<file path="config.mk">
export PLATFORM = sky130hd
export DESIGN_NAME = playfair_digraph_encryptor_top
export DESIGN_NICKNAME = d
export VERILOG_FILES = /design/src/sv/pf_enc_pkg.sv /design/src/sv/pf_enc_dp.sv /design/src/sv/pf_enc_ctrl.sv /design/src/sv/playfair_digraph_encryptor_top.sv
export SDC_FILE = /design/constraint.sdc
export NUM_CORES = 1
export LEC_CHECK = 0
export BUFFER_PORTS_ARGS = -buffer_cell sky130_fd_sc_hd__buf_2
export CORE_ASPECT_RATIO = 1.2
export CORE_MARGIN = 2
export CORE_UTILIZATION = 50
export CTS_CLUSTER_SIZE = 10
export DETAILED_ROUTE_END_ITERATION = 12
export PLACE_DENSITY_LB_ADDON = 0.2
export SYNTH_ARGS = -nofsm -noshare
export SYNTH_HDL_FRONTEND = slang
export SYNTH_HIERARCHICAL = 1
export SYNTH_SLANG_ARGS = --single-unit
</file>
<file path="constraint.sdc">
create_clock -name clk -period 13.3 [get_ports clk]
set_input_delay 2.66 -clock clk [delete_from_list [all_inputs] [get_ports clk]]
set_output_delay 2.66 -clock clk [all_outputs]
set_load 0.05 [all_outputs]
</file>
<file path="src/sv/pf_enc_pkg.sv">
// Shared types, constants and helper functions for the Playfair digraph encryptor.
`timescale 1ns / 1ps

package pf_enc_pkg;

	// Square geometry and letter coding
	localparam int SQUARE_SIDE  = 5;
	localparam int CELL_COUNT   = SQUARE_SIDE * SQUARE_SIDE;
	localparam int LETTER_COUNT = 26;
	localparam int LETTER_W     = 5;
	localparam int POS_W        = $clog2(CELL_COUNT);
	localparam int FILL_W       = $clog2(CELL_COUNT + 1);
	localparam int COORD_W      = $clog2(SQUARE_SIDE);

	typedef logic [LETTER_W-1:0] letter_t;
	typedef logic [POS_W-1:0]    pos_t;
	typedef logic [FILL_W-1:0]   fill_t;
	typedef logic [COORD_W-1:0]  coord_t;

	localparam letter_t LETTER_I    = letter_t'(8);
	localparam letter_t LETTER_J    = letter_t'(9);
	localparam letter_t LETTER_LAST = letter_t'(LETTER_COUNT - 1);

	// Request codes carried in req_type
	typedef enum logic [1:0] {
		REQ_KEY     = 2'd0,
		REQ_FINISH  = 2'd1,
		REQ_ENCRYPT = 2'd2,
		REQ_CLEAR   = 2'd3
	} req_t;

	// Controller states
	typedef enum logic [2:0] {
		ST_IDLE,
		ST_KEY,
		ST_FILL,
		ST_CLEAR,
		ST_LOOK,
		ST_MAP,
		ST_EMIT
	} ctrl_state_t;

	// Commands from the controller to the datapath
	typedef struct packed {
		logic load;
		logic key_place;
		logic fill_step;
		logic clear;
		logic look;
		logic map;
		logic emit;
	} dp_cmd_t;

	// Status from the datapath to the controller
	typedef struct packed {
		logic ready;
		logic walk_last;
		logic out_free;
	} dp_stat_t;

	// A j in a plaintext pair is looked up as i.
	function automatic letter_t fold_letter(input letter_t l);
		return (l == LETTER_J) ? LETTER_I : l;
	endfunction

	// Row of a cell position, found by comparing against the row starts.
	function automatic coord_t pos_row(input pos_t pos);
		coord_t row;
		row = '0;
		for (int r = 0; r < SQUARE_SIDE; r++) begin
			if (pos >= pos_t'(r * SQUARE_SIDE)) begin
				row = coord_t'(r);
			end
		end
		return row;
	endfunction

	// Column of a cell position.
	function automatic coord_t pos_col(input pos_t pos);
		pos_t base;
		base = pos_t'(pos_row(pos) * SQUARE_SIDE);
		return coord_t'(pos - base);
	endfunction

	// Next row or column index, wrapping at the square edge.
	function automatic coord_t next_coord(input coord_t c);
		return (c == coord_t'(SQUARE_SIDE - 1)) ? '0 : coord_t'(c + coord_t'(1));
	endfunction

	// Cell position from row and column.
	function automatic pos_t cell_at(input coord_t row, input coord_t col);
		return pos_t'(row * SQUARE_SIDE + col);
	endfunction

endpackage

</file>
<file path="src/sv/pf_enc_dp.sv">
// Datapath: key square memories, letter bookkeeping, cipher mapping and output register.
`timescale 1ns / 1ps

module pf_enc_dp import pf_enc_pkg::*; (
	input  logic     clk,
	input  logic     arst_n,
	input  dp_cmd_t  cmd,
	output dp_stat_t stat,
	input  letter_t  first_letter,
	input  letter_t  second_letter,
	output letter_t  cipher_first,
	output letter_t  cipher_second,
	output logic     status,
	output logic     out_valid,
	input  logic     out_stall
);

	letter_t a_q, b_q;
	logic [LETTER_COUNT-1:0] seen_q;
	fill_t   fill_q;
	logic    ready_q;
	letter_t walk_q;

	letter_t cell_mem [CELL_COUNT];
	pos_t    pos_mem  [LETTER_COUNT];

	pos_t    pa_s1, pb_s1;
	logic    a_big_s1, b_big_s1;
	letter_t cell_a_s2, cell_b_s2;

	letter_t first_q, second_q;
	logic    status_q, out_valid_q;

	// Capture the incoming word
	always_ff @(posedge clk) begin
		if (cmd.load) begin
			a_q <= first_letter;
			b_q <= second_letter;
		end
	end

	// Placement of a key letter or of the next letter in the alphabet walk
	letter_t wr_letter;
	logic    in_range, seen_hit, wr_en;

	always_comb begin
		wr_letter = cmd.fill_step ? walk_q : a_q;
		in_range  = (wr_letter <= LETTER_LAST);
		seen_hit  = in_range ? seen_q[wr_letter] : 1'b1;
		wr_en     = (cmd.key_place || cmd.fill_step) && !ready_q && in_range
			&& (wr_letter != LETTER_J) && !seen_hit && (fill_q < fill_t'(CELL_COUNT));
	end

	// Letter bookkeeping and fill state
	always_ff @(posedge clk or negedge arst_n) begin
		if (!arst_n) begin
			seen_q  <= '0;
			fill_q  <= '0;
			ready_q <= 1'b0;
			walk_q  <= '0;
		end else if (cmd.clear) begin
			seen_q  <= '0;
			fill_q  <= '0;
			ready_q <= 1'b0;
		end else begin
			if (cmd.load) begin
				walk_q <= '0;
			end else if (cmd.fill_step) begin
				walk_q <= letter_t'(walk_q + letter_t'(1));
			end
			if (wr_en) begin
				seen_q[wr_letter] <= 1'b1;
				fill_q <= fill_t'(fill_q + fill_t'(1));
			end
			if (cmd.fill_step && (walk_q == LETTER_LAST)) begin
				ready_q <= 1'b1;
			end
		end
	end

	// Square cells and the letter-to-position table
	always_ff @(posedge clk) begin
		if (wr_en) begin
			cell_mem[fill_q[POS_W-1:0]] <= wr_letter;
			pos_mem[wr_letter] <= fill_q[POS_W-1:0];
		end
	end

	// Position lookup of both plaintext letters
	letter_t fold_a, fold_b;
	logic    a_big, b_big;

	always_comb begin
		fold_a = fold_letter(a_q);
		fold_b = fold_letter(b_q);
		a_big  = (fold_a > LETTER_LAST);
		b_big  = (fold_b > LETTER_LAST);
	end

	always_ff @(posedge clk) begin
		if (cmd.look) begin
			pa_s1    <= pos_mem[a_big ? letter_t'(0) : fold_a];
			pb_s1    <= pos_mem[b_big ? letter_t'(0) : fold_b];
			a_big_s1 <= a_big;
			b_big_s1 <= b_big;
		end
	end

	// Cipher rules on row and column, then read both cipher cells
	pos_t   pa, pb, oa, ob;
	coord_t ra, ca, rb, cb;

	always_comb begin
		pa = a_big_s1 ? '0 : pa_s1;
		pb = b_big_s1 ? '0 : pb_s1;
		ra = pos_row(pa);
		ca = pos_col(pa);
		rb = pos_row(pb);
		cb = pos_col(pb);
		if (ra == rb) begin
			oa = cell_at(ra, next_coord(ca));
			ob = cell_at(rb, next_coord(cb));
		end else if (ca == cb) begin
			oa = cell_at(next_coord(ra), ca);
			ob = cell_at(next_coord(rb), cb);
		end else begin
			oa = cell_at(ra, cb);
			ob = cell_at(rb, ca);
		end
	end

	always_ff @(posedge clk) begin
		if (cmd.map) begin
			cell_a_s2 <= cell_mem[oa];
			cell_b_s2 <= cell_mem[ob];
		end
	end

	// Output register; an unfinished square echoes the letters with status set
	always_ff @(posedge clk) begin
		if (cmd.emit) begin
			first_q  <= ready_q ? cell_a_s2 : a_q;
			second_q <= ready_q ? cell_b_s2 : b_q;
			status_q <= !ready_q;
		end
	end

	always_ff @(posedge clk or negedge arst_n) begin
		if (!arst_n) begin
			out_valid_q <= 1'b0;
		end else if (cmd.emit) begin
			out_valid_q <= 1'b1;
		end else if (!out_stall) begin
			out_valid_q <= 1'b0;
		end
	end

	assign cipher_first   = first_q;
	assign cipher_second  = second_q;
	assign status         = status_q;
	assign out_valid      = out_valid_q;

	assign stat.ready     = ready_q;
	assign stat.walk_last = (walk_q == LETTER_LAST);
	assign stat.out_free  = !out_valid_q || !out_stall;

	// Every placed letter is marked seen exactly once.
	assert property (@(posedge clk) disable iff (!arst_n)
		$countones(seen_q) == int'(fill_q))
		else $error("seen letter count differs from fill position");

	// A finished square has every cell written.
	assert property (@(posedge clk) disable iff (!arst_n)
		ready_q |-> (fill_q == fill_t'(CELL_COUNT)))
		else $error("square ready with cells left empty");

	// The letter j never enters the square.
	assert property (@(posedge clk) disable iff (!arst_n)
		!seen_q[LETTER_J])
		else $error("letter j placed in the square");

endmodule

</file>
<file path="src/sv/pf_enc_ctrl.sv">
// Controller: sequences key placement, the finish walk, clearing and encryption.
`timescale 1ns / 1ps

module pf_enc_ctrl import pf_enc_pkg::*; (
	input  logic       clk,
	input  logic       arst_n,
	input  logic       in_valid,
	output logic       in_stall,
	input  logic [1:0] req_type,
	input  dp_stat_t   stat,
	output dp_cmd_t    cmd
);

	ctrl_state_t state_q, state_d;

	// State register
	always_ff @(posedge clk or negedge arst_n) begin
		if (!arst_n) begin
			state_q <= ST_IDLE;
		end else begin
			state_q <= state_d;
		end
	end

	// Next state
	always_comb begin
		state_d = state_q;
		unique case (state_q)
			ST_IDLE: begin
				if (in_valid) begin
					unique case (req_t'(req_type))
						REQ_KEY:     state_d = ST_KEY;
						REQ_FINISH:  state_d = stat.ready ? ST_IDLE : ST_FILL;
						REQ_ENCRYPT: state_d = ST_LOOK;
						REQ_CLEAR:   state_d = ST_CLEAR;
						default:     state_d = ST_IDLE;
					endcase
				end
			end
			ST_KEY:   state_d = ST_IDLE;
			ST_CLEAR: state_d = ST_IDLE;
			ST_FILL: begin
				if (stat.walk_last) begin
					state_d = ST_IDLE;
				end
			end
			ST_LOOK:  state_d = ST_MAP;
			ST_MAP:   state_d = ST_EMIT;
			ST_EMIT: begin
				if (stat.out_free) begin
					state_d = ST_IDLE;
				end
			end
			default:  state_d = ST_IDLE;
		endcase
	end

	// Commands and handshake
	always_comb begin
		cmd = '0;
		in_stall = (state_q != ST_IDLE);
		unique case (state_q)
			ST_IDLE:  cmd.load      = in_valid;
			ST_KEY:   cmd.key_place = 1'b1;
			ST_FILL:  cmd.fill_step = 1'b1;
			ST_CLEAR: cmd.clear     = 1'b1;
			ST_LOOK:  cmd.look      = 1'b1;
			ST_MAP:   cmd.map       = 1'b1;
			ST_EMIT:  cmd.emit      = stat.out_free;
			default:  cmd = '0;
		endcase
	end

	// The finish walk only runs on a square that is still open.
	assert property (@(posedge clk) disable iff (!arst_n)
		(state_q == ST_FILL) |-> !stat.ready)
		else $error("finish walk on a ready square");

endmodule

</file>
<file path="src/sv/playfair_digraph_encryptor_top.sv">
// Top level of the Playfair digraph encryptor: controller plus datapath.
`timescale 1ns / 1ps

// Builds a 5x5 Playfair key square from key-letter words, completes it on a
// finish word and then encrypts letter pairs (j is taken as i). Input words
// are taken one at a time: a key letter or a clear passes through its own
// state, a finish on an open square runs the alphabet walk, which steps
// through one letter per cycle, and an encrypt passes two registered reads in a
// row (letter positions, then cipher cells). A result sits in an output
// register, so the next word is taken while it waits; an encrypt that finds
// that register still full waits in its last step. An encrypt before the
// square is finished echoes its letters with status 1.
module playfair_digraph_encryptor_top import pf_enc_pkg::*; (
	input  logic       clk,
	input  logic       arst_n,
	input  logic       in_valid,
	output logic       in_stall,
	input  logic [1:0] req_type,
	input  letter_t    first_letter,
	input  letter_t    second_letter,
	output logic       out_valid,
	input  logic       out_stall,
	output letter_t    cipher_first,
	output letter_t    cipher_second,
	output logic       status
);

	dp_cmd_t  cmd;
	dp_stat_t stat;

	pf_enc_ctrl u_ctrl (
		.clk      (clk),
		.arst_n   (arst_n),
		.in_valid (in_valid),
		.in_stall (in_stall),
		.req_type (req_type),
		.stat     (stat),
		.cmd      (cmd)
	);

	pf_enc_dp u_dp (
		.clk           (clk),
		.arst_n        (arst_n),
		.cmd           (cmd),
		.stat          (stat),
		.first_letter  (first_letter),
		.second_letter (second_letter),
		.cipher_first  (cipher_first),
		.cipher_second (cipher_second),
		.status        (status),
		.out_valid     (out_valid),
		.out_stall     (out_stall)
	);

endmodule
</file>
After elaboration in Yosys (flattened, before gate mapping). Memories as Yosys holds them, arrays and structs flattened. A register that Yosys moved wholly into a read port is not among the register bits. Cells that the tools add are included.

Input bits: 16. Memories kept: 2. RAM bits: 255. Word-level logic and storage cells: 148. Bits in registers: 64. Output and inout port bits: 13.

Memories: u_dp.pos_mem (depth 26, width 5, read ports 2, clocked after memory_dff 2, wr ports 1, line pf_enc_dp.sv:25) `pos_t pos_mem [LETTER_COUNT];`; u_dp.cell_mem (depth 25, width 5, read ports 2, clocked after memory_dff 2, wr ports 1, line pf_enc_dp.sv:24) `letter_t cell_mem [CELL_COUNT];`.

Reduce and logical (&&, ||, !) cells: 21. Equal/unequal tests: 23. Multiplexer cells: 55. Add/sub/neg operators: 14. Bitwise gates (word level): 2. Order comparisons: 14. $mul: 4.

Operators by type and width (count): 5-bit two-way mux (17); 26-bit two-way mux (2); 5-bit by 3-bit adder with 5-bit output (6); 3-bit two-way mux (9); 26-bit OR (1); 3-bit equality test, second input constant (7); 5-bit by 4-bit >= comparator with 1-bit output, second input constant (4); 3-bit by 3-bit multiplier with 5-bit output, second input constant (4); 1-bit two-way mux (18); 3-bit one-hot mux with 5 select lines (1); 3-bit by 1-bit adder with 3-bit output, second input constant (4); 3-bit one-hot mux with 4 select lines (1); 5-bit by 1-bit adder with 5-bit output, second input constant (2); 5-bit by 4-bit equality test with 1-bit output, second input constant (2); 5-bit by 3-bit >= comparator with 1-bit output, second input constant (2); 5-bit >= comparator, second input constant (2); 5-bit > comparator, second input constant (2); 2-bit two-way mux (5); 1-bit logical AND (7); 3-bit by 2-bit equality test with 1-bit output, second input constant (2); 3-bit equality test (2); 5-bit by 6-bit < comparator with 1-bit output, second input constant (1); 2-bit nonzero test (3); 3-bit subtractor (2); 20 further kinds (27).

Depth between registers and ports, before layout. Gate-level depths: netlist of the first run.

Depth after elaboration: 12. Depth in mapped cells: 22. Depth with buffers taken out: 20.

Modules after synthesis. The synthesis of the first run kept the hierarchy.

By module, submodules not included: pf_enc_dp (cells each 1313, sequential area each 9899.5 um2, times used 1, area each 17498.0 um2); pf_enc_ctrl (cells each 38, sequential area each 75.1 um2, times used 1, area each 335.3 um2).

Worst setup path after synthesis of the first run. No wires, ideal clock.

Path type: reg2reg. Start point: reg u_dp.pa_s1[2], read port of u_dp.pos_mem. End point: reg u_dp.cell_a_s2[0], read port of u_dp.cell_mem (data pin). Path buffers: 2. Slack: 8.512 ns. Cell stages (with the launch flop): 22. Data arrival time: 4.518 ns. Cell sequence: edfxtp_1 or3b_1 a21oi_1 a31oi_4 nor2_1 ha_1 fa_1 inv_1 ha_1 ha_1 inv_1 fa_1 nor2_1 o21ai_0 mux2i_1 or2_1 buf_2 buf_2 mux2i_1 mux2i_1 a22oi_1 o311ai_1.

Word-level cells in the longest chain between the ends: 12. Elaborated cells between the ends (all ways): 25. Classes of those cells: add/sub: 6; mul: 2; order compare: 4; eq/ne: 4; mux: 9.

Ends and longest elaborated chain: from (decl) (line pf_enc_dp.sv:27) `pos_t pa_s1, pb_s1;`; 5-bit two-way mux * (line pf_enc_dp.sv:114) `pa = a_big_s1 ? '0 : pa_s1;`; 5-bit by 3-bit >= comparator with 1-bit output (line pf_enc_pkg.sv:71) `if (pos >= pos_t'(r * SQUARE_SIDE)) begin`; 1-bit two-way mux (line pf_enc_pkg.sv:71); 2-bit two-way mux (2 in series) (line pf_enc_pkg.sv:71); 3-bit two-way mux (line pf_enc_pkg.sv:71); 3-bit by 3-bit multiplier with 5-bit output (tied with other cells) (line pf_enc_pkg.sv:81) `base = pos_t'(pos_row(pos) * SQUARE_SIDE);`; 3-bit subtractor / 3-bit two-way mux (equally long branches) (line pf_enc_pkg.sv:82, pf_enc_pkg.sv:87); 3-bit by 1-bit adder with 3-bit output (tied with other cells) (line pf_enc_pkg.sv:87) `return (c == coord_t'(SQUARE_SIDE - 1)) ? '0 : coord_t'(c + coord_t'(1));`; 3-bit two-way mux / 5-bit by 3-bit adder with 5-bit output (equally long branches) (line pf_enc_pkg.sv:87, pf_enc_pkg.sv:92); 5-bit by 3-bit adder with 5-bit output / 5-bit two-way mux (equally long branches) (line pf_enc_pkg.sv:92, pf_enc_dp.sv:123); 5-bit two-way mux * (line pf_enc_dp.sv:120) `if (ra == rb) begin`; to (decl) (line pf_enc_dp.sv:29) `letter_t cell_a_s2, cell_b_s2;`.

Mark *: on every way between the ends. The rest lies on a longest branch, timed or not. A chain may end at the register's enable or synchronous reset.

Final worst setup path of the first run. Same ends and word-level chain as after synthesis.

==> impl_metrics.json, run 1 <==
{
  "critPathKind": "reg -> reg",
  "finalClockSkew_ns": 0.0267,
  "cts.sinks": 339,
  "die-area_um2": 37200,
  "cts_setup_buffers": 0,
  "final_common_cell": "edfxtp_1",
  "hp-class": "reg -> reg",
  "antenna_found_initial": 2,
  "cts_hold_buf": 0,
  "relSlewSlack_pct": 24.7,
  "dr_wl_met2_um": 23000,
  "globalplace.congestion": 0.908,
  "fin_setup_tns_ns": 0,
  "grt_pass1_vias": 11800,
  "fin_crit_ns": 5.88,
  "synth.ff_latch_count": 339,
  "synth_top_area_share_pct": 50.2,
  "nets": 1446,
  "dr.pass1.iters": 5,
  "synth_area_leaders": "edfxtp_1, mux4_2, mux2i_1, dfrtp_1, ha_1",
  "top_layer": "met5",
  "synth_edf_count": 298,
  "drive_gt1_share_pct": 16.3,
  "status": "finished clean",
  "port_buffers": 28,
  "drt_iter0_markers": 857,
  "maxCapViolations": 0,
  "grt_pass1_wl_um": 69200,
  "cp.required_ns": 13.64,
  "cp.arrival_ns": 6.22,
  "drt-total-wl_um": 45000,
  "cts_tree": "built",
  "rows": 75,
  "startpoint_type": "register",
  "htree_levels": 2,
  "ctsResizeCount": 0,
  "path_clk_slew_ns": 0.06,
  "rsz0062_at_grt": "no",
  "setup_violations": 0,
  "clockBufferDepth": 3,
  "synth_ff_type": "edfxtp_1",
  "die_width_um": 176,
  "final_cell_mix": "edfxtp_1, nand2_1, mux2i_1, nor2_1, nand3_1",
  "cts_made_buffers": 40,
  "final_antenna_net_count": 0,
  "timing.fmax_ghz": 0.170,
  "via_per_inst": 6.13,
  "yosys_warnings": 6,
  "grt_max_degree": 46,
  "wl_met3_um": 2200,
  "synth_cells": 1351,
  "synth_cell_types": 77,
  "postSynth.asyncResetShare_pct": 12.1,
  "r2r-end": "u_dp/cell_a_s2[0]$_DFFE_PP_",
  "register_area_um2": 9970,
  "hold_start": "u_dp/seen_q[13]$_DFFE_PN0P_",
  "io_pins": 29,
  "period_share_pct": 44.2,
  "start_util_pct": 50.8,
  "crit_path_max_fanout": 45,
  "multiInputGateArea_um2": 7440,
  "clock_latency_ns": 0.56,
  "worstMarginPinSlew_ns": 1.13,
  "slowest_delay_ns": 0.58,
  "fillCellCount": 2910,
  "syn-cell-area_um2": 17800,
  "min_path_cells": 2,
  "regToRegStartpoint": "u_dp/pa_s1[2]$_DFFE_PP_",
  "r2r_cells": 20,
  "yosysTopAreaCell": "edfxtp_1",
  "final_max_slew_viol_count": 0,
  "wl_met1_um": 17600,
  "hold_viol": 0,
  "core_um2": 35100,
  "dp_hpwl_um": 31200,
  "avgSynthCellArea_um2": 13.2,
  "area.growth.synth_to_final_pct": 9.61,
  "vias": 11400,
  "die_y_um": 211,
  "slowest_stage": "buf_4",
  "crit_path_cell_trace": "or3b_1, a21oi_1, a31oi_4, nor2_1, ha_1, fa_1, inv_1, ha_1, ha_1, inv_1, fa_1, nor2_1, o21ai_0, mux2i_1, or2_2, buf_4, nand2_1, o221ai_1, a31oi_1, o311ai_1",
  "remaining_drc_errors": 0,
  "clockRootBuffer": "clkbuf_16",
  "overflow": 0,
  "wl_per_cell_um": 24.3,
  "worst_setup_path_end_kind": "register",
  "whs_endpoint": "u_dp/seen_q[13]$_DFFE_PN0P_",
  "cp_common_cell": "ha_1",
  "regToRegSetupSlack_ns": 7.42,
  "seq_area_frac_synth_pct": 55.9,
  "grtUsageTotal_pct": 24.8
}
[cell families after synthesis]
kind of cell,count (synthesis),share of synthesized area (%)
muxes,236,18.2
AOI/OAI and AO/OA,184,7.57
other,1,0.0210
and+or+nand+nor,405,10.2
xor gates and xnor gates,21,1.12
buffers and inverters,110,2.74
DFF,339,55.9
adders and majority gates,55,4.18
[flip-flops by register name (all words and copies together), names as in the netlist]
name and count:
u_dp/out_valid 1, u_dp/a_big_s1 1, u_dp/pa_s1 5, u_dp/a_q 5, u_dp/ready_q 1, u_dp/cell_mem 125
u_dp/b_q 5, u_dp/walk_q 5, u_dp/pb_s1 5, u_dp/pos_mem 130, u_dp/cell_b_s2 5, u_ctrl/state_q 3
u_dp/fill_q 5, u_dp/cipher_second 5, u_dp/cipher_first 5, u_dp/seen_q 26, u_dp/b_big_s1 1, u_dp/cell_a_s2 5
u_dp/status 1
[area by class of cell]
cell class              instances  area share [%]
clock inverters                 5           0.301
flip-flops and latches        339            51.0
multi-input cells             906            38.0
clock buffers                  54            5.44
inverters                      44           0.845
repair buffers                 45            1.37
diodes                          1          0.0128
well taps                     462            2.96
[layer usage]
| metal | up-vias | GRT usage (%) |
|---|---|---|
| met1 | 5717 | 30.4 |
| met4 | 2 | 11.7 |
| li1 | 5178 | - |
| met2 | 364 | 43.6 |
| met3 | 124 | 3.38 |
| met5 | - | 0 |
[metrics by stage]
| stage | hold WS (ns) | worst slack (ns) | util [%] | std cells | area (um2) |
|---|---|---|---|---|---|
| floorplan | 0.459 | 8.51 | - | 1355 | 17800 |
| global route | 0.513 | 6.93 | 55.7 | 1855 | 19500 |
| detailed placement | 0.484 | 7.40 | 52.5 | 1796 | 18400 |
| global placement | 0.474 | 7.41 | 52.5 | 1796 | 18400 |
| CTS | 0.496 | 7.40 | 55.7 | 1855 | 19500 |
| finish | 0.499 | 7.42 | 55.7 | 1856 | 19500 |
[critical path: cells and delay by family (launching register included)]
family,cells,cell delay [ns]
AOI/OAI and AO/OA,6,1.27
adders and majority gates,5,1.62
buffers and inverters,3,0.86
DFF,1,0.47
muxes,1,0.22
and+or+nand+nor,5,1.22
[how the worst max path moves through the flow]
stage               slack (ns)  cells past startpoint                           to                    start
floorplan                 8.51                     21  u_dp/cell_a_s2[0]$_DFFE_PP_  u_dp/pa_s1[2]$_DFFE_PP_
global placement          7.41                     21  u_dp/cell_a_s2[2]$_DFFE_PP_  u_dp/pa_s1[2]$_DFFE_PP_
detailed placement        7.40                     20  u_dp/cell_a_s2[2]$_DFFE_PP_  u_dp/pa_s1[2]$_DFFE_PP_
CTS                       7.40                     20  u_dp/cell_a_s2[2]$_DFFE_PP_  u_dp/pa_s1[2]$_DFFE_PP_
global route              6.93                     19  u_dp/cell_a_s2[3]$_DFFE_PP_  u_dp/pa_s1[2]$_DFFE_PP_
finish                    7.42                     20  u_dp/cell_a_s2[0]$_DFFE_PP_  u_dp/pa_s1[2]$_DFFE_PP_
[cell usage after synthesis, types with 14 or more instances]
cell type,number
edfxtp_1,298
nand2_1,144
mux2i_1,139
nor2_1,108
nand3_1,69
mux4_2,67
ha_1,46
inv_1,44
dfrtp_1,41
o21ai_0,35
clkbuf_1,31
a21oi_1,26
mux2_2,24
nor3_1,20
o21ba_2,17
buf_2,16
and2_1,15
a22oi_1,14
Power of run 1 is left out: the tool's default activity adds up to more than one toggle a clock period on the data nets, which glitch-free logic cannot reach.
==> run 2, diff against run 1 <==
==> constraint.sdc (replaced) <==
create_clock -name clk -period 5.9 [get_ports clk]
set_input_delay 1.18 -clock clk [delete_from_list [all_inputs] [get_ports clk]]
set_output_delay 1.18 -clock clk [all_outputs]
set_load 0.05 [all_outputs]
==> run 2 against run 1 <==
  * Maximum frequency grew 3.8%
  * Largest cell class unchanged
  * Hold slack lost 0.0032 ns
  * Critical path depth shrank 1
  * Sequential share of layout area is 0.52 points lower
  * Critical endpoint is now u_dp/cell_a_s2[1]$_DFFE_PP_
  * Design area increased by 1.0%
==> impl_metrics.json, run 2 (synthesis gave the netlist of run 1 again) <==
{
  "whs_endpoint": "u_dp/seen_q[12]$_DFFE_PN0P_",
  "r2r_cells": 19,
  "finalClockSkew_ns": 0.0248,
  "start_util_pct": 50.8,
  "multiInputGateArea_um2": 7440,
  "via_per_inst": 6.09,
  "worst_setup_path_end_kind": "register",
  "r2r-end": "u_dp/cell_a_s2[1]$_DFFE_PP_",
  "drt_iter0_markers": 973,
  "largest_register_ffs": 130,
  "area.growth.synth_to_final_pct": 10.7,
  "period_share_pct": 96.0,
  "clock_latency_ns": 0.54,
  "wl_per_cell_um": 23.5,
  "port_buffers": 28,
  "status": "finished clean",
  "htree_levels": 2,
  "regMostFlops": "u_dp/pos_mem",
  "path_clk_slew_ns": 0.06,
  "startpoint_type": "register",
  "register_area_um2": 9970,
  "cts_made_buffers": 40,
  "maxCapViolations": 0,
  "slowest_delay_ns": 0.47,
  "cts.sinks": 339,
  "cp.required_ns": 6.16,
  "die_width_um": 176,
  "dr_wl_met2_um": 23500,
  "rows": 75,
  "final_common_cell": "edfxtp_1",
  "core_um2": 35100,
  "nets": 1468,
  "clockRootBuffer": "clkbuf_16",
  "rsz0062_at_grt": "no",
  "dp_hpwl_um": 31400,
  "die-area_um2": 37200,
  "globalplace.congestion": 0.897,
  "worstMarginPinSlew_ns": 1.12,
  "final_antenna_net_count": 0,
  "relSlewSlack_pct": 25.3,
  "fin_crit_ns": 5.66,
  "drive_gt1_share_pct": 17.4,
  "cp.arrival_ns": 5.92,
  "crit_path_max_fanout": 12,
  "fillCellCount": 2875,
  "io_pins": 29,
  "grt_pass1_vias": 11700,
  "timing.fmax_ghz": 0.177,
  "grt_max_degree": 43,
  "hp-class": "reg -> reg",
  "min_path_cells": 2,
  "cts_tree": "built",
  "hold_viol": 0,
  "final_cell_mix": "edfxtp_1, nand2_1, mux2i_1, nor2_1, nand3_1",
  "crit_path_cell_trace": "or3b_1, a21oi_1, a31oi_4, nor2_1, ha_1, fa_1, inv_1, o41a_1, nand2_1, mux2_2, ha_1, nor2b_1, o311a_1, o32ai_1, buf_4, nand3b_1, nor2_1, a22oi_1, o311ai_1",
  "hold_start": "u_dp/seen_q[12]$_DFFE_PN0P_",
  "grtUsageTotal_pct": 24.2,
  "final_max_slew_viol_count": 0,
  "die_y_um": 211,
  "vias": 11400,
  "slowest_stage": "edfxtp_1",
  "overflow": 0,
  "clockBufferDepth": 3,
  "regToRegStartpoint": "u_dp/pa_s1[2]$_DFFE_PP_",
  "ctsResizeCount": 0,
  "wl_met3_um": 2130,
  "antenna_found_initial": 1,
  "setup_violations": 0,
  "remaining_drc_errors": 0,
  "wl_met1_um": 16800,
  "top_layer": "met4",
  "cts_hold_buf": 0,
  "critPathKind": "reg -> reg",
  "dr.pass1.iters": 7,
  "cts_setup_buffers": 0,
  "grt_pass1_wl_um": 67500,
  "regToRegSetupSlack_ns": 0.24,
  "drt-total-wl_um": 44100,
  "fin_setup_tns_ns": 0
}
## run 2: cell count changes in the layout (fill, tap and decap cells not counted), sizes merged
cell,delta
inv,-2
buf,+22
## run 2: worst max-delay path by stage
stage,startpoint,endpoint,slack [ns]
3_3_place_gp,u_dp/pa_s1[2]$_DFFE_PP_,u_dp/cell_a_s2[1]$_DFFE_PP_,0.45
5_1_grt,u_dp/pa_s1[2]$_DFFE_PP_,u_dp/cell_a_s2[4]$_DFFE_PP_,0.002
3_5_place_dp,u_dp/pa_s1[2]$_DFFE_PP_,u_dp/cell_a_s2[1]$_DFFE_PP_,0.29
4_1_cts,u_dp/pa_s1[2]$_DFFE_PP_,u_dp/cell_a_s2[1]$_DFFE_PP_,0.27
6_report,u_dp/pa_s1[2]$_DFFE_PP_,u_dp/cell_a_s2[1]$_DFFE_PP_,0.24
2_1_floorplan,u_dp/pa_s1[2]$_DFFE_PP_,u_dp/cell_a_s2[0]$_DFFE_PP_,1.11
## run 2: worst max-delay path: cells and delay by family (launching register included)
kind	cells	cell delay (ns)
compound gates	7	2.03
fa+ha+maj	3	0.74
buf+inv	2	0.32
flops	1	0.47
mux	1	0.36
simple gates	6	1.47
## run 2: through the flow
step           cells  utilization, %  cell area, um2  worst slack [ns]  hold WS [ns]
3_5_place_dp    1818            53.1           18600             0.292         0.482
4_1_cts         1875            56.3           19700             0.272         0.495
3_3_place_gp    1818            53.1           18600             0.453         0.477
5_1_grt         1875            56.3           19700           0.00244         0.508
2_1_floorplan   1355               -           17800              1.11         0.459
6_report        1876            56.3           19700             0.238         0.496
## run 2: cell type report
class / instances / share of cell area, %
Antenna cell: 1 / 0.0127
Timing Repair Buffer: 67 / 2.38
Clock buffer: 54 / 5.55
Clock inverter: 3 / 0.127
Multi-Input combinational cell: 906 / 37.7
Sequential cell: 339 / 50.5
Inverter: 44 / 0.836
Tap cell: 462 / 2.93
## run 2: routing by layer
metal,track usage [%],up-vias
met2,43.9,371
met4,9.83,0
met3,2.72,98
li1,-,5226
met5,0,-
met1,29.5,5728
Power of run 2 is left out for the same reason.
==> run 3, diff against run 2 <==
--- a/config.mk
+++ b/config.mk
@@ -5,7 +5,7 @@
 export SDC_FILE = /design/constraint.sdc
 export NUM_CORES = 1
 export LEC_CHECK = 0
-export BUFFER_PORTS_ARGS = -buffer_cell sky130_fd_sc_hd__buf_2
+export BUFFER_PORTS_ARGS = -buffer_cell sky130_fd_sc_hd__buf_4
 export CORE_ASPECT_RATIO = 1.2
 export CORE_MARGIN = 2
 export CORE_UTILIZATION = 50
==> constraint.sdc (replaced) <==
create_clock -name clk -period 5.9 [get_ports clk]
set_input_delay 1.18 -clock clk [delete_from_list [all_inputs] [get_ports clk]]
set_output_delay 1.18 -clock clk [all_outputs]
set_load 0.01 [all_outputs]
==> run 3 against run 2 <==
  * Clock skew grew 0.0045 ns
  * Hold slack got worse by 0.0012 ns
  * Final cell count down 0.59%
  * Die area stayed put
  * Sequential share of layout area increased by 0.13 points
  * Core utilization is 0.15 points lower
  * Design area is 0.27% lower
  * Flip-flop and latch count did not move
  * Routed wire length grew 2.5%
==> impl_metrics.json, run 3 (synthesis gave the netlist of run 1 again) <==
{
  "final_cell_mix": "edfxtp_1, nand2_1, mux2i_1, nor2_1, nand3_1",
  "regMostFlops": "u_dp/pos_mem",
  "io_pins": 29,
  "clockBufferDepth": 3,
  "startpoint_type": "register",
  "nets": 1462,
  "timing.fmax_ghz": 0.185,
  "area.growth.synth_to_final_pct": 10.4,
  "clock_latency_ns": 0.54,
  "vias": 11500,
  "hp-class": "reg -> reg",
  "cts.sinks": 339,
  "status": "finished clean",
  "ctsResizeCount": 0,
  "remaining_drc_errors": 0,
  "n_antenna_cell": 0,
  "critPathKind": "reg -> reg",
  "hold_ws_ns": 0.495,
  "regToRegSetupSlack_ns": 0.51,
  "htree_levels": 2,
  "fin_crit_ns": 5.39,
  "fin_setup_tns_ns": 0,
  "relSlewSlack_pct": 25.3,
  "crit_path_cell_trace": "or3b_1, a21oi_1, a31oi_4, nor2_1, ha_1, fa_1, inv_1, ha_1, ha_1, inv_1, fa_1, nor2_1, o21ai_0, mux2i_1, or2_2, buf_12, mux2i_1, mux2_1, a2bb2oi_1, o311ai_1",
  "clockRootBuffer": "clkbuf_16",
  "worstMarginPinSlew_ns": 1.12,
  "final_util_pct": 56.1,
  "overflow": 0,
  "cts_tree": "built",
  "cp_common_cell": "ha_1",
  "fillCellCount": 2913,
  "hold_viol": 0,
  "rows": 75,
  "cts_hold_buf": 0,
  "core_um2": 35100,
  "path_clk_slew_ns": 0.06,
  "start_util_pct": 50.8,
  "cts_made_buffers": 40,
  "globalplace.congestion": 0.914,
  "cp.arrival_ns": 5.67,
  "port_buffers": 28,
  "crit_path_max_fanout": 41,
  "via_per_inst": 6.15,
  "dp_hpwl_um": 31800,
  "cts_setup_buffers": 0,
  "setup_violations": 0,
  "drt_iter0_markers": 973,
  "die_width_um": 176,
  "final_max_slew_viol_count": 0,
  "die_y_um": 211,
  "cp.required_ns": 6.17,
  "setup_slack_ns": 0.506,
  "die-area_um2": 37200,
  "dr.pass1.iters": 6,
  "period_share_pct": 91.4,
  "dp_slack_ns": 0.461,
  "wl_per_cell_um": 24.3,
  "rsz0062_at_grt": "no",
  "worst_setup_path_end_kind": "register",
  "drive_gt1_share_pct": 17.0,
  "drt-total-wl_um": 45200,
  "largest_register_ffs": 130,
  "final_antenna_net_count": 0,
  "maxCapViolations": 0,
  "finalClockSkew_ns": 0.0293,
  "final_common_cell": "edfxtp_1",
  "slowest_stage": "edfxtp_1",
  "antenna_found_initial": 0,
  "grt_max_degree": 42,
  "grt_pass1_vias": 11900,
  "slowest_delay_ns": 0.48,
  "grtUsageTotal_pct": 24.8,
  "grt_pass1_wl_um": 69200
}
## run 3: cell type report
| cell class | count | area, um2 | share of cell area (%) |
|---|---|---|---|
| Sequential cell | 339 | 9970 | 50.6 |
| Multi-Input combinational cell | 906 | 7440 | 37.8 |
| Clock buffer | 48 | 1030 | 5.23 |
| Tap cell | 462 | 578 | 2.93 |
| Timing Repair Buffer | 61 | 470 | 2.39 |
| Inverter | 44 | 165 | 0.839 |
| Clock inverter | 5 | 40.0 | 0.203 |
## run 3: path summary, 6_finish.rpt
path / endpoint / startpoint / depth (start not counted)
hold / removal: u_dp/seen_q[21]$_DFFE_PN0P_ / u_dp/seen_q[21]$_DFFE_PN0P_ / 2
max in group asynchronous: u_dp/fill_q[4]$_DFFE_PN0P_ / arst_n / 1
setup reg to reg: u_dp/cell_a_s2[1]$_DFFE_PP_ / u_dp/pa_s1[2]$_DFFE_PP_ / 20
hold reg to reg: u_dp/seen_q[21]$_DFFE_PN0P_ / u_dp/seen_q[21]$_DFFE_PN0P_ / 2
min in group asynchronous: u_dp/seen_q[9]$_DFFE_PN0P_ / arst_n / 1
setup / recovery: u_dp/cell_a_s2[1]$_DFFE_PP_ / u_dp/pa_s1[2]$_DFFE_PP_ / 20
## run 3: through the flow
stage	instances	instance area, um2
finish	1865	19700
global route	1865	19700
CTS	1865	19700
detailed placement	1812	18600
global placement	1812	18600
floorplan	1355	17800
## run 3: metal layers
layer	wire length, um	vias to the layer above	global-route usage [%]	part of all wire (%)
met1	17600	5788	29.9	39
met3	2130	114	3.29	4.7
li1	-	5200	-	-
met2	23600	370	44.4	52
met5	0	-	0	0
met4	1960	0	10.9	4.3
## run 3: worst max-delay path, delay by kind of cell (launching register included)
| kind | cells | cell delay, ns |
|---|---|---|
| and+or+nand+nor | 4 | 1.01 |
| muxes | 3 | 0.61 |
| buffers and inverters | 3 | 0.53 |
| DFF | 1 | 0.48 |
| AOI/OAI and AO/OA | 5 | 0.87 |
| adders and majority gates | 5 | 1.58 |
Power of run 3 is left out for the same reason.
